[src/hdl/ep2sen_ram.sv]
// Generic single-write, single-read RAM with registered read data.
// No dependencies.
module ep2sen_ram #(
  parameter int unsigned WIDTH = 8,
  parameter int unsigned DEPTH = 64
) (
  input  logic                                   clk_i,
  input  logic                                   we_i,
  input  logic [(DEPTH > 1 ? $clog2(DEPTH) : 1)-1:0] waddr_i,
  input  logic [WIDTH-1:0]                       wdata_i,
  input  logic [(DEPTH > 1 ? $clog2(DEPTH) : 1)-1:0] raddr_i,
  output logic [WIDTH-1:0]                       rdata_o
);

  logic [WIDTH-1:0] mem_q [DEPTH];
  logic [WIDTH-1:0] rdata_q;

  always_ff @(posedge clk_i) begin
    if (we_i) begin
      mem_q[waddr_i] <= wdata_i;
    end
    rdata_q <= mem_q[raddr_i];
  end

  assign rdata_o = rdata_q;

endmodule

[config.mk]
export PLATFORM = sky130hd
export DESIGN_NAME = ep2sen_ram
export DESIGN_NICKNAME = d
export VERILOG_FILES = /design/src/hdl/ep2sen_ram.sv
export SDC_FILE = /design/constraint.sdc
export NUM_CORES = 1
export LEC_CHECK = 0
export BUFFER_PORTS_ARGS = -buffer_cell sky130_fd_sc_hd__buf_2
export CORE_ASPECT_RATIO = 0.7
export CORE_MARGIN = 5
export CORE_UTILIZATION = 60
export DETAILED_ROUTE_END_ITERATION = 6
export HOLD_SLACK_MARGIN = 0.1
export PLACE_DENSITY = 0.76
export SETUP_SLACK_MARGIN = 0.1
export SLEW_MARGIN = 40
export SYNTH_ARGS = -nofsm -noshare
export SYNTH_HDL_FRONTEND = slang
export SYNTH_SLANG_ARGS = --single-unit
[constraint.sdc]
create_clock -name clk_i -period 6.2 [get_ports clk_i]
set_clock_uncertainty 0.15 [all_clocks]
set_input_delay 0.62 -clock clk_i [delete_from_list [all_inputs] [get_ports clk_i]]
set_output_delay 0.62 -clock clk_i [all_outputs]
set_load 0.01 [all_outputs]
# [After elaboration in Yosys (flattened, before gate mapping)]
# Memory sizes are Yosys's and may differ from the RTL's. A register that Yosys moved wholly into a read port is not among the register bits.
# Index checks and enable logic that the tools add are counted.
[op_classes] muxes=2
[ops] cell="1-bit two-way mux" count=2
[totals] elab_cells=3 ram_bits=512 out_inout_bits=8 inputBits=22 memories=1 regBits=0
[memory_table] memory="mem_q" words=64 width=8 rd=1 rd_clocked_by_memory_dff=1 wr=1 line="15" text="logic [WIDTH-1:0] mem_q [DEPTH];"

# [Longest topological paths before layout]
# Gate-level depths: netlist (run 1).
[logic_depth] ltp_word=2 ltp_mapped=9 depth_no_buf=5

# [Worst setup path before layout (run 1)]
# OpenSTA, ideal clock, no wires.
[synth_timing] path_kind="in2reg" start="input port raddr_i[1] in the netlist's numbering" end="register rdata_q[3], in the netlist rdata_o[3] (read register of mem_q)" path_buffers=3 setup_ns=0.128 arrival_time_ns=2.160 required_ns=5.922 slack_ns=3.762 stages=7 cell_sequence="buf_4 buf_2 buf_2 mux4_2 mux4_2 o21ai_1 o41ai_1"
[synth_rtl] element="start: declaration" line="11" text="input logic [(DEPTH > 1 ? $clog2(DEPTH) : 1)-1:0] raddr_i,"
[synth_rtl] element="end: declaration" line="16" text="logic [WIDTH-1:0] rdata_q;"

==> results of run 1 <==
==> per-stage QoR <==
step | area [sq um] | util, % | worst slack (ns) | std cells | hold slack, ns
2_1_floorplan | 20170 | - | 3.762 | 940 | 0.5683
3_3_place_gp | 20670 | 61.96 | 2.427 | 1368 | 0.6600
3_5_place_dp | 20770 | 62.29 | 2.577 | 1369 | 0.7036
4_1_cts | 22160 | 66.44 | 3.146 | 1451 | 0.3294
5_1_grt | 22220 | 66.61 | 3.006 | 1452 | 0.3468
6_report | 22220 | 66.61 | 3.110 | 1452 | 0.3656
==> metal layers <==
layer,GRT usage [%],up-vias
met4,5.682,2
met3,5.925,60
met5,0,-
met1,37.87,5088
li1,-,4001
met2,35.66,516
==> cells in the final DEF (no fill, tap or decap), types with 13 or more instances in the layout <==
cell type  netlist  routed
nand2_1         19      19
clkbuf_16        0      48
edfxtp_1       512     512
nor2b_1         14      14
nor2_1          83      38
buf_2           11      21
buf_4           13      23
mux4_2         126     126
mux2_2          13      13
mux2i_1         23      23
nor2_2           0      45
clkbuf_1        17      16
nand3_1         13      13
==> worst register-to-register path, cell delays in order, from the launching register on <==
cell	delay (ns)
edfxtp_1	0.38
mux4_2	0.48
mux4_2	0.47
nor2_1	0.30
nor3_1	0.18
o2bb2ai_1	0.15
==> final timing paths <==
check,endpoint,slack [ns]
min reg2reg,rdata_o[6],0.71
min,rdata_o[1],0.37
max,rdata_o[0],3.11
max reg2reg,rdata_o[0],3.96
==> registers in the layout, indices dropped and copies added, names as in the netlist <==
register / flops
rdata_o: 8
mem_q: 512
==> area by class of cell <==
| type | count | area [sq um] | area share [%] |
|---|---|---|---|
| Sequential cell | 520 | 15530 | 69.93 |
| Multi-Input combinational cell | 369 | 4431 | 19.94 |
| Clock buffer | 67 | 1291 | 5.812 |
| Tap cell | 435 | 544.3 | 2.450 |
| Timing Repair Buffer | 46 | 322.8 | 1.453 |
| Clock inverter | 15 | 92.59 | 0.4168 |
==> power by group through the flow <==
stage / sequential [mW] / clock, mW / combinational (mW)
final: 3.90 / 2.69 / 0.357
after global routing: 3.90 / 2.87 / 0.381
after floorplan: 3.97 / 0 / 0.207
after detailed placement: 3.98 / 0 / 0.354
after CTS: 3.90 / 2.71 / 0.357
after global placement: 3.98 / 0 / 0.342
==> logic make-up after synthesis <==
family	count (synthesis)	share of synthesized area [%]
flip-flops	520	77.03
multiplexers	162	15.94
AND/OR/NAND/NOR	153	3.387
AO/OA/AOI/OAI	54	2.072
buffers and inverters	51	1.570
==> qor.yml, run 1 <==
status: "finished, final reports clean"
clock_latency_ns: 0.57
switching_share_pct: 20.74
drt_pass1_iterations: 7
min_period_ns: 3.090
die_w_microns: 229.1
timing.rr.start: "mem_q[4][0]"
post_cts_resized: 0
startpoint: "raddr_i[1]"
drv_cap: 0
io_buffers: 29
die_y_microns: 163.4
drc: 0
io_pins: 30
critPathKind: "in2reg"
nFillCells: 2115
cts_htree_levels: 2
grt_pass1_vias: 9662
dr.max_layer_used: "met5"
rsz0062_at_grt: "no"
rows: 56
relSlewSlack_pct: 43.03
cts_tree: "built"
cp.required_ns: 6.49
via_per_inst: 6.658
critical-path-max-stage-delay_ns: 0.55
cpMaxStageDelayCell: "buf_4"
synth_seq_cells: 520
setup_viol: 0
grt_overflow_total: 0
hold_viol_final: 0
syn_nets: 962
synthMostInstantiatedCell: "edfxtp_1"
final_antenna_net_count: 0
n_antenna_cell: 0
core_sq_mm: 0.03335
synth_commonest_cells: "512 x edfxtp_1, 126 x mux4_2, 83 x nor2_1"
crit_path_end_kind: "flip-flop"
p_leak_nw: 6.837
pwr-share-clk_pct: 38.7
cp.arrival_ns: 3.38
cts_buffers: 46
hp-class: "in2reg"
start_kind: "input pin"
wl_met3_microns: 4653
ys_warn_count: 0
synth_ff_type: "edfxtp_1"
clock_path_buffers: 3
cp_num_buf_inv: 3
tightestPinTransition_ns: 0.8514
cp_cell_sequence: "buf_4 > buf_12 > buf_4 > mux4_2 > mux4_2 > nor2_1 > nor3_1 > o2bb2ai_1"
nets: 1005
drive_gt1_share_pct: 28.42
area_delta_synth_final_pct: 10.16
dieArea_sq_mm: 0.03744
p_comb_share_pct: 5.1
hold_depth: 3
fin_crit_sh_pct: 49.83
reg2reg_depth: 5
setup_tns_ns: 0
path_max_fanout: 42
p_int_mw: 5.505
grt_usage_pct: 24.26
fmaxAchievable_mhz: 323.7
synth_edf_count: 512
routedWlPerCell_microns: 30.40
p_per_area_mw_per_mm2: 312.6
p_switching_mw: 1.441
power_mw: 6.946
synth.area.top_cells: "edfxtp_1 76%, mux4_2 14%, nor2_1 1.5%"
cts-root-buf: "clkbuf_16"
drt_iter0_drc: 1368
synth_area_per_cell_sq_um: 21.45
yosysSeqAreaShare_pct: 77.03
wl_met2_microns: 20160
synth_top_cell_area_share_pct: 76.24
vias: 9667
cts.sinks: 520
postCtsSetupRepairBufs: 0
wl_microns: 44140
wl_met1_microns: 18470
synthArstFlopShare_pct: 0
path_depth: 8
grt_max_degree: 84
slew_viol_final: 0
seqPwrFrac_pct: 56.2
antenna_found_initial: 1
synthCells: 940
peakVddDrop_v: 0.0002199
cts.clk_slew.worst_paths_ns: 0.06
synth_cell_type_count: 40
hold_buffers: 0
grt_pass1_wl_microns: 66180
hold_start: "raddr_i[5]"
yosysTopAreaCell: "edfxtp_1"
dp_hpwl_microns: 25910
routabilityCongestion: 0.8423
path_delay_family: "buffers and inverters"
start_util_pct: 60.47
synth_area_sq_mm: 0.02017
Power figures use the tool's default switching activity.
==> run 2, diff against run 1 <==
==> constraint.sdc (replaced) <==
create_clock -name clk_i -period 3.11 [get_ports clk_i]
set_clock_uncertainty 0.15 [all_clocks]
set_input_delay 0.311 -clock clk_i [delete_from_list [all_inputs] [get_ports clk_i]]
set_output_delay 0.311 -clock clk_i [all_outputs]
set_load 0.01 [all_outputs]
==> qor.yml, run 2 (same netlist as run 1, synthesis figures left out) <==
drt_pass1_iterations: 7
vias: 10120
hp-class: "in2reg"
cts_htree_levels: 2
grt_pass1_wl_microns: 67230
hold_viol_final: 0
status: "finished, final reports clean"
mostFrequentLayoutCells: "512 x edfxtp_1, 126 x mux4_2, 97 x buf_4"
cp_num_buf_inv: 0
r2r_end: "rdata_o[6]"
fmaxAchievable_mhz: 430.3
setup_viol: 0
grt_pass1_vias: 10140
critical-path-max-stage-delay_ns: 0.50
cpMaxStageDelayCell: "mux4_2"
cp.arrival_ns: 2.61
relSlewSlack_pct: 54.12
peakVddDrop_v: 0.0004659
hold_ws_ns: 0.1279
grt_usage_pct: 24.61
dp_slack_ns: 0.1297
io_pins: 30
drt_iter0_drc: 1408
dp_hpwl_microns: 27710
crit_path_end_kind: "flip-flop"
drv_cap: 0
min_period_ns: 2.324
area_delta_synth_final_pct: 13.86
routedWlPerCell_microns: 29.19
p_per_area_mw_per_mm2: 629.0
rows: 56
drc: 0
start_util_pct: 60.47
post_cts_resized: 0
tightestPinTransition_ns: 0.6882
path_max_fanout: 1
cp_cell_sequence: "mux4_2 > mux2_2 > o221a_2 > nor3_1 > o32ai_1"
clock_latency_ns: 0.57
utilization_pct: 68.85
io_buffers: 29
grt_max_degree: 65
timing.rr.start: "mem_q[17][6]"
rsz0062_at_grt: "no"
nets: 1087
setup_tns_ns: 0
power_mw: 14.44
fin_ws_ns: 0.7861
final_antenna_net_count: 0
path_depth: 5
cp.required_ns: 3.39
fin_crit_sh_pct: 74.72
antenna_found_initial: 0
seq_area_sq_mm: 0.01553
regMostFlops: "mem_q"
critPathKind: "reg2reg"
hold_buffers: 3
drive_gt1_share_pct: 30.92
cts.sinks: 520
via_per_inst: 6.583
clock_path_buffers: 3
wl_microns: 44890
core_sq_mm: 0.03335
die_y_microns: 163.4
start_kind: "flip-flop"
multi_input_area_sq_mm: 0.004317
postCtsSetupRepairBufs: 0
largest_register_ffs: 512
r2r_setup_slack_ns: 0.79
final_common_cell: "edfxtp_1"
cts_buffers: 47
startpoint: "mem_q[17][6]"
dieArea_sq_mm: 0.03744
cts.clk_slew.worst_paths_ns: 0.06
nFillCells: 1998
p_leak_nw: 7.383
cts-root-buf: "clkbuf_16"
path_delay_family: "multiplexers"
cts_tree: "built"
endpoint: "rdata_o[6]"
die_w_microns: 229.1
n_antenna_cell: 0
slew_viol_final: 0
grt_overflow_total: 0
reg2reg_depth: 5
routabilityCongestion: 0.8545
run 2: how the worst min path moves through the flow:
stage / end / slack, ns / cells after the start / startpoint
6_report: mem_q[53][3] / 0.13 / 3 / waddr_i[2]
3_5_place_dp: mem_q[48][4] / 0.56 / 1 / wdata_i[4]
4_1_cts: mem_q[53][7] / 0.10 / 3 / waddr_i[2]
2_1_floorplan: mem_q[0][0] / 0.26 / 0 / wdata_i[0]
3_3_place_gp: mem_q[50][4] / 0.55 / 1 / wdata_i[4]
5_1_grt: mem_q[53][7] / 0.15 / 3 / waddr_i[2]
run 2: layout make-up:
cell class                 count  area share (%)
clock inverter                24           1.133
multi-input combinational    369           18.80
timing repair buffer         127           4.256
tap                          435           2.370
clock buffer                  63           5.787
sequential                   520           67.65
run 2: worst reg2reg max path: cells and delay by family (launching register included):
kind	cells	cell delay, ns
multiplexers	2	0.83
AO/OA/AOI/OAI	2	0.45
flip-flops	1	0.37
AND/OR/NAND/NOR	1	0.42
run 2: power by group:
part           switching, mW  total [mW]  internal [mW]
Clock                   2.50        5.93           3.43
Combinational          0.445       0.735          0.290
Sequential            0.0261        7.78           7.75
Total                   2.97        14.4           11.5
run 2: metrics by stage:
step | area (sq um) | std cells
floorplan | 20170 | 940
global placement | 21330 | 1448
detailed placement | 21340 | 1448
CTS | 22960 | 1538
global route | 22960 | 1538
finish | 22960 | 1538
run 2: routing by layer:
metal | global-route usage (%) | up-vias | wire [microns]
li1 | - | 4170 | -
met1 | 38.88 | 5226 | 18910
met2 | 36.41 | 651 | 19960
met3 | 4.344 | 77 | 4882
met4 | 6.911 | 0 | 1137
met5 | 0 | - | 0
