==> src/hdl/ep2sen_pkg.sv <==
// Shared types, constants and saturating helpers for the self-energy Newton block.
// No dependencies.
package ep2sen_pkg;

  localparam logic [63:0] SIGN_MIN = 64'h8000_0000_0000_0000;
  localparam logic [63:0] POS_MAX  = 64'h7FFF_FFFF_FFFF_FFFF;

  localparam logic [1:0] REQ_LOAD   = 2'd0;
  localparam logic [1:0] REQ_TERM   = 2'd1;
  localparam logic [1:0] REQ_FINISH = 2'd2;
  localparam logic [1:0] REQ_UNUSED = 2'd3;

  localparam int unsigned CFG_ADDR_W = 1;
  localparam logic [CFG_ADDR_W-1:0] ADDR_CONV_THR = 1'b0;
  localparam logic [62:0] CONV_THR_RESET = 63'd1099512;

  // One orbital's state, kept in one RAM row.
  typedef struct packed {
    logic [63:0] base;
    logic [63:0] den;
    logic [63:0] old;
    logic [63:0] sigma;
    logic [63:0] deriv;
    logic        fault;
  } row_t;

  typedef struct packed {
    logic        trip;
    logic [63:0] res;
  } sat_t;

  typedef struct packed {
    logic start;
    logic div;   // 1: (a << F) / b, 0: (a * b) >> F
  } mdu_req_t;

  typedef struct packed {
    logic        done;
    logic        trip;
    logic [63:0] res;
  } mdu_rsp_t;

  function automatic logic [63:0] mag(input logic [63:0] v);
    return v[63] ? (64'd0 - v) : v;
  endfunction

  function automatic sat_t sat_addsub(input logic [63:0] a, input logic [63:0] b,
                                      input logic sub);
    sat_t        s;
    logic [63:0] r;
    logic        ovf;
    r   = sub ? (a - b) : (a + b);
    ovf = sub ? ((a[63] != b[63]) && (r[63] != a[63]))
              : ((a[63] == b[63]) && (r[63] != a[63]));
    s.trip = ovf;
    s.res  = ovf ? (a[63] ? SIGN_MIN : POS_MAX) : r;
    return s;
  endfunction

endpackage

==> src/hdl/ep2sen_mdu.sv <==
// Shared iterative fixed-point unit: shift-add multiply and restoring divide,
// one bit per cycle, with signed saturation. Uses ep2sen_pkg.
module ep2sen_mdu #(
  parameter int unsigned FRACTION_BITS = 40
) (
  input  logic                  clk_i,
  input  logic                  rst_ni,
  input  ep2sen_pkg::mdu_req_t  req_i,
  input  logic [63:0]           a_i,
  input  logic [63:0]           b_i,
  output ep2sen_pkg::mdu_rsp_t  rsp_o
);
  import ep2sen_pkg::*;

  localparam int unsigned DIV_STEPS = 64 + FRACTION_BITS;
  localparam int unsigned CW = $clog2(DIV_STEPS + 1);

  logic          busy_q, fin_q, done_q, div_q, neg_q, trip_q;
  logic [CW-1:0] cnt_q;
  logic [127:0]  acc_q, nreg_q;
  logic [63:0]   rem_q, mreg_q, res_q;

  logic [64:0]   msum, rshift;
  logic          ge;
  logic [127:0]  m;
  logic [63:0]   limit;
  logic          over;

  assign msum   = {1'b0, acc_q[127:64]} + (nreg_q[0] ? {1'b0, mreg_q} : 65'd0);
  assign rshift = {rem_q, nreg_q[127]};
  assign ge     = rshift >= {1'b0, mreg_q};

  assign m     = div_q ? acc_q : (acc_q >> FRACTION_BITS);
  assign limit = neg_q ? SIGN_MIN : POS_MAX;
  assign over  = (|m[127:64]) || (m[63:0] > limit);

  always_ff @(posedge clk_i or negedge rst_ni) begin
    if (!rst_ni) begin
      busy_q <= 1'b0;
      fin_q  <= 1'b0;
      done_q <= 1'b0;
    end else begin
      done_q <= fin_q;
      fin_q  <= busy_q && (cnt_q == '0);
      if (req_i.start) begin
        busy_q <= 1'b1;
      end else if (busy_q && (cnt_q == '0)) begin
        busy_q <= 1'b0;
      end
    end
  end

  always_ff @(posedge clk_i) begin
    if (req_i.start) begin
      div_q  <= req_i.div;
      neg_q  <= a_i[63] ^ b_i[63];
      mreg_q <= req_i.div ? mag(b_i) : mag(a_i);
      nreg_q <= req_i.div ? {mag(a_i), 64'd0} : {64'd0, mag(b_i)};
      acc_q  <= '0;
      rem_q  <= '0;
      cnt_q  <= req_i.div ? CW'(DIV_STEPS - 1) : CW'(63);
    end else if (busy_q) begin
      cnt_q <= cnt_q - 1'b1;
      if (div_q) begin
        rem_q  <= ge ? 64'(rshift - {1'b0, mreg_q}) : rshift[63:0];
        acc_q  <= {acc_q[126:0], ge};
        nreg_q <= {nreg_q[126:0], 1'b0};
      end else begin
        acc_q  <= {msum, acc_q[63:1]};
        nreg_q <= {1'b0, nreg_q[127:1]};
      end
    end
    if (fin_q) begin
      trip_q <= over;
      res_q  <= over ? limit : (neg_q ? (64'd0 - m[63:0]) : m[63:0]);
    end
  end

  assign rsp_o.done = done_q;
  assign rsp_o.trip = trip_q;
  assign rsp_o.res  = res_q;

endmodule

==> config.mk <==
export PLATFORM = sky130hd
export DESIGN_NAME = ep2sen_mdu
export DESIGN_NICKNAME = d
export VERILOG_FILES = /design/src/hdl/ep2sen_pkg.sv /design/src/hdl/ep2sen_mdu.sv
export SDC_FILE = /design/constraint.sdc
export NUM_CORES = 2
export LEC_CHECK = 0
export BUFFER_PORTS_ARGS = -buffer_cell sky130_fd_sc_hd__buf_2
export CORE_ASPECT_RATIO = 1.4
export CORE_MARGIN = 2
export CORE_UTILIZATION = 55
export CTS_CLUSTER_SIZE = 12
export DETAILED_ROUTE_END_ITERATION = 6
export GPL_ROUTABILITY_DRIVEN = 0
export PLACE_DENSITY = 0.76
export SLEW_MARGIN = 10
export SYNTH_ARGS = -nofsm -noshare
export SYNTH_HDL_FRONTEND = slang
export SYNTH_SLANG_ARGS = --single-unit
==> constraint.sdc <==
create_clock -name clk_i -period 4.65 [get_ports clk_i]
set_input_delay 0.465 -clock clk_i [delete_from_list [all_inputs] [get_ports clk_i]]
set_output_delay 0.465 -clock clk_i [all_outputs]
set_load 0.03 [all_outputs]
# Yosys cells after proc, flatten, opt, wreduce, memory -nomap -nowiden

Cells that the tools add are included.

Add/sub/neg operators: 6
$lt $le $gt $ge: 2
Multiplexer cells: 19
Bitwise operators: 1
Reduce and logical (&&, ||, !) cells: 7

Operators by type and width:

| operator                                          | count |
|---|---|
| 2-to-1 mux 128 bit                                | 6 |
| 2-to-1 mux 64 bit                                 | 8 |
| subtractor 1 x 64 -> 64 bit, first input constant | 3 |
| adder 64 x 64 -> 65 bit                           | 1 |
| greater-or-equal comparator 65 x 64 -> 1 bit      | 1 |
| greater-than comparator 64 bit                    | 1 |
| OR reduction 64 bit                               | 1 |
| subtractor 64 bit                                 | 1 |
| 2-to-1 mux 7 bit                                  | 3 |
| logical NOT 7 bit                                 | 1 |
| subtractor 7 x 1 -> 7 bit, second input constant  | 1 |
| nonzero test 2 bit                                | 2 |
| 2-to-1 mux 1 bit                                  | 2 |
| AND reduction 2 bit                               | 1 |
| logical AND 1 bit                                 | 1 |
| logical OR 1 bit                                  | 1 |
| XOR 1 bit                                         | 1 |

Register bits after elaboration: 461
Bits of input ports: 132
Output and inout bits: 66
Word-level logic and storage cells: 47

# Longest topological paths before layout

Depth after elaboration: 4
Gate-level depth with buffers: 27
Depth with buffers taken out: 15

# Least setup slack after synthesis

OpenSTA, ideal clock, no wires.

Path type: flip-flop to flip-flop
Start: register div_q
End: register res_q[33] (data pin)
Library setup time: 0.261 ns
Arrival: 4.797 ns
Path slack: -0.408 ns
Stages on the path, launching flop included: 27
Cell sequence: edfxtp_1 -> buf_6 -> buf_12 -> buf_12 -> buf_8 -> buf_4 -> buf_6 -> buf_6 -> buf_4 -> buf_2 -> buf_4 -> buf_2 -> mux2i_1 -> inv_1 -> ha_1 -> a21o_1 -> a21o_1 -> a21oi_1 -> o21ai_0 -> a21o_1 -> a311o_1 -> a2111oi_2 -> or2_1 -> buf_4 -> inv_2 -> clkbuf_1 -> o311a_1

Word-level cells in the longest chain between the ends: 4
Elaborated cells on any way between the ends: 7
Classes of those cells: 1 x add/sub; 1 x order compare; 3 x mux; 2 x reduce/logical

Ends and longest elaborated chain:

| what                                                  | RTL line                           | source |
|---|---|---|
| from (decl)                                           | ep2sen_mdu.sv:18                   | `logic busy_q, fin_q, done_q, div_q, neg_q, trip_q;` |
| from (signal assigned)                                | ep2sen_mdu.sv:55                   | `div_q <= req_i.div;` |
| 2-to-1 mux 128 bit *                                  | ep2sen_mdu.sv:33                   | `assign m = div_q ? acc_q : (acc_q >> FRACTION_BITS);` |
| subtractor 1 x 64 -> 64 bit (tied with other cells)   | ep2sen_mdu.sv:75                   | `res_q <= over ? limit : (neg_q ? (64'd0 - m[63:0]) : m[63:0]);` |
| 2-to-1 mux 64 bit or logical OR 1 bit (tied branches) | ep2sen_mdu.sv:75, ep2sen_mdu.sv:35 |  |
| 2-to-1 mux 64 bit *                                   | ep2sen_mdu.sv:75                   |  |
| to (signal assigned)                                  | ep2sen_mdu.sv:75                   |  |
| to (decl)                                             | ep2sen_mdu.sv:21                   | `logic [63:0] rem_q, mreg_q, res_q;` |

Mark *: on every way between the ends. The rest lies on a longest branch, timed or not.
A chain may end at the register's enable or synchronous reset.

# Worst setup path in the final report

Start: register div_q
End: register res_q[51] (data pin)

The elaborated chain is that of the path after synthesis.

==> out/results.ini <==
[outcome]
outcome=finished, final reports clean

[setup_path]
reg2regPathDepth=12
r2r_start=div_q
worstSetupPathType=reg2reg
cp_slowest_stage_delay_ps=470
endpoint_kind=flip-flop
crit_chain=buf_12 > buf_4 > nor4b_2 > nand4_1 > nor3_2 > o2111ai_1 > a311o_1 > a2111oi_2 > or2_2 > buf_6 > o21ai_1 > a221oi_2
worstReg2RegEnd=res_q[51]
crit_required_ps=5090
path_delay_family=compound AO/OA/AOI/OAI gates
crit_buf_inv=3
cp_max_fo=62
cp-start-kind=flip-flop
r2r_slack_ps=220
crit_arrival_ps=4870
crit_slowest_cell=a311o_1

[sta]
slew_viol_final=0
maxSlewHeadroom_pct=18.4
fin_skew_ps=29.5
final.period_utilization_pct=95.3
finalSetupTns_ps=0
hold_ws_ps=173
max_slew.worst_pin.slew_ps=1210
fin_crit_ps=4430
fmaxAchievable_ghz=0.226
setup_ws_ps=221
setup_violations=0
finalHoldViolCount=0
rsz0062_at_grt=no

[synth]
synth_async_sr_flop_share_pct=0.651
ys.warnings.count=0
synth-edff-count=266
yosysUniqueCellTypes=104
ys_ff_latch=461
syn_nets=4417
synthesis.area_um2=35500
synth_cells=4086
synth-main-ff-cell=edfxtp_1
synth_seq_area_share_pct=33.6
postSynthAreaPerCell_um2=8.68

[global_routing]
globalRouteOverflowTotal=0
grt_pass1_wl_mm=171
antenna_found_initial=12
grtUsageTotal_pct=32.3
grt_max_degree=219
grt_pass1_vias=31500

[clock_network]
clk_latency_ps=620
numCtsBuffers=49
postCtsSetupBuffers=0
htree_num_levels=2
cts_buffer_depth=3
cts_tree=done
root_buffer=clkbuf_16
clk_pin_slew_ps=60
numClockSinks=461

[floorplan]
dieArea_um2=66600
chipHeight_um=304
coreArea_um2=64000
die_w_um=219
ioPinCount=198
placementRows=110
start_util_pct=55.4

[route]
wire_per_inst_um=21.7
vias_per_cell=6.47
drt_iter0_drc=2851
wirelength_mm=110
vias=32700
antenna_left=0
remaining_drc_errors=0
first_pass_iters=6

[pwr]
p_sw_mw=4.22
p_per_area_nw_per_um2=320
seq_power_share_pct=40.5
pwr-share-clk_pct=31.1
p_leak_nw=17.0
switching_share_pct=34.0
ir_drop_mv=0.269
combPwrFrac_pct=28.4
p_int_mw=8.20

[cells_and_area]
fin_nets=4502
final_common_cell=nand2_1
fillers=5537
area_growth_pct=9.41
final_layout_size_suffix_gt1_share_pct=10.6
layout.cells.most_common_list=nand2_1, mux2i_1, nor2_1

[min_path]
min_path_type=in2async

[place]
dp.final_hpwl_mm=83.0
pre_cts_ws_ps=45.5
portBuffers=197

[job]
max_cap_violations=0

[synth_stat cells, drive strengths merged (27+ instances only)]
master | number | share of area [%]
and2 | 81 | 1.4
a21oi | 236 | 3.4
nor2 | 289 | 3.2
and3 | 27 | 0.48
nand3 | 89 | 1.3
mux2i | 290 | 8.2
o31ai | 59 | 1.2
o211ai | 63 | 1.3
xor2 | 167 | 4.1
clkbuf | 191 | 2.0
nand2 | 348 | 3.7
dfxtp | 192 | 11
inv | 160 | 1.7
nor4 | 37 | 0.73
nor3 | 107 | 1.6
ha | 197 | 7.0
a31oi | 72 | 1.3
a21o | 125 | 2.6
o22ai | 129 | 2.3
edfxtp | 266 | 23
a211oi | 96 | 2.0
nand4 | 61 | 1.1
o21ai | 288 | 4.1
buf | 65 | 1.1
xnor2 | 71 | 1.8
o21bai | 28 | 0.59
nor2b | 35 | 0.62
[how the worst max path moves through the flow]
stage | start | end | slack, ps | cells past startpoint
global route | div_q | res_q[16] | 3 | 17
finish | div_q | res_q[51] | 220 | 12
CTS | div_q | res_q[15] | 20 | 13
global placement | div_q | res_q[13] | 90 | 13
detailed placement | div_q | res_q[15] | 50 | 13
floorplan | neg_q | res_q[14] | 20 | 17
[what timing repair did]
action	CTS	global route
resized for setup	0	5
hold buffers	1	0
endpoints found under the setup margin	0	41
hold endpoints to repair	3	0
[layout make-up]
cell class | instances | area, um2 | share of cell area, %
Antenna cell | 4 | 10.0 | 0.0258
Clock buffer | 75 | 1400 | 3.60
Clock inverter | 16 | 129 | 0.332
Inverter | 161 | 607 | 1.56
Multi-Input combinational cell | 3208 | 21900 | 56.4
Sequential cell | 461 | 11900 | 30.7
Tap cell | 840 | 1050 | 2.71
Timing Repair Buffer | 290 | 1820 | 4.68
[power groups by stage]
stage          sequential, mW  combinational [mW]  clock (mW)
2_1_floorplan            4.95                2.58           0
3_3_place_gp             5.10                3.37           0
3_5_place_dp             5.10                3.43           0
4_1_cts                  5.02                3.46        3.90
5_1_grt                  5.05                3.86        4.04
6_report                 5.03                3.52        3.86
[per-layer routing]
| layer | global-route usage, % | wire [um] |
|---|---|---|
| met2 | 56.1 | 53700 |
| met3 | 4.35 | 7120 |
| met4 | 23.5 | 9340 |
| met1 | 35.8 | 39600 |
| met5 | 0 | 13 |
[worst register-to-register path, cell delays in order, from the launching register on]
cell	delay [ps]
edfxtp_1	460
buf_12	320
buf_4	420
nor4b_2	380
nand4_1	170
nor3_2	350
o2111ai_1	390
a311o_1	470
a2111oi_2	270
or2_2	260
buf_6	320
o21ai_1	160
a221oi_2	280
[flip-flops by register name, summed over array words and instances (netlist names)]
| register | count |
|---|---|
| acc_q | 128 |
| busy_q | 1 |
| cnt_q | 7 |
| div_q | 1 |
| done_q | 1 |
| fin_q | 1 |
| mreg_q | 64 |
| neg_q | 1 |
| nreg_q | 128 |
| rem_q | 64 |
| res_q | 64 |
| trip_q | 1 |
[cells by family (layout without fill, tap and decap cells)]
kind of cell | after synthesis | count (layout) | synth area share (%)
buffers and inverters | 417 | 542 | 4.85
AOI/OAI and AO/OA | 1266 | 1266 | 23.2
xor gates and xnor gates | 238 | 238 | 5.88
DFF | 461 | 461 | 33.6
other | 0 | 4 | 0
adders and majority gates | 199 | 199 | 7.06
muxes | 305 | 305 | 8.68
and+or+nand+nor | 1200 | 1200 | 16.7
[per-stage QoR]
stage | instance area (um2) | util (%) | total power, mW | instances
3_5_place_dp | 37200 | 58.2 | 8.53 | 4959
3_3_place_gp | 37200 | 58.2 | 8.47 | 4959
5_1_grt | 38800 | 60.6 | 12.9 | 5054
4_1_cts | 38800 | 60.6 | 12.4 | 5051
2_1_floorplan | 35500 | - | 7.53 | 4086
6_report | 38800 | 60.6 | 12.4 | 5055
No activity file was read; power rests on OpenSTA's default activity.
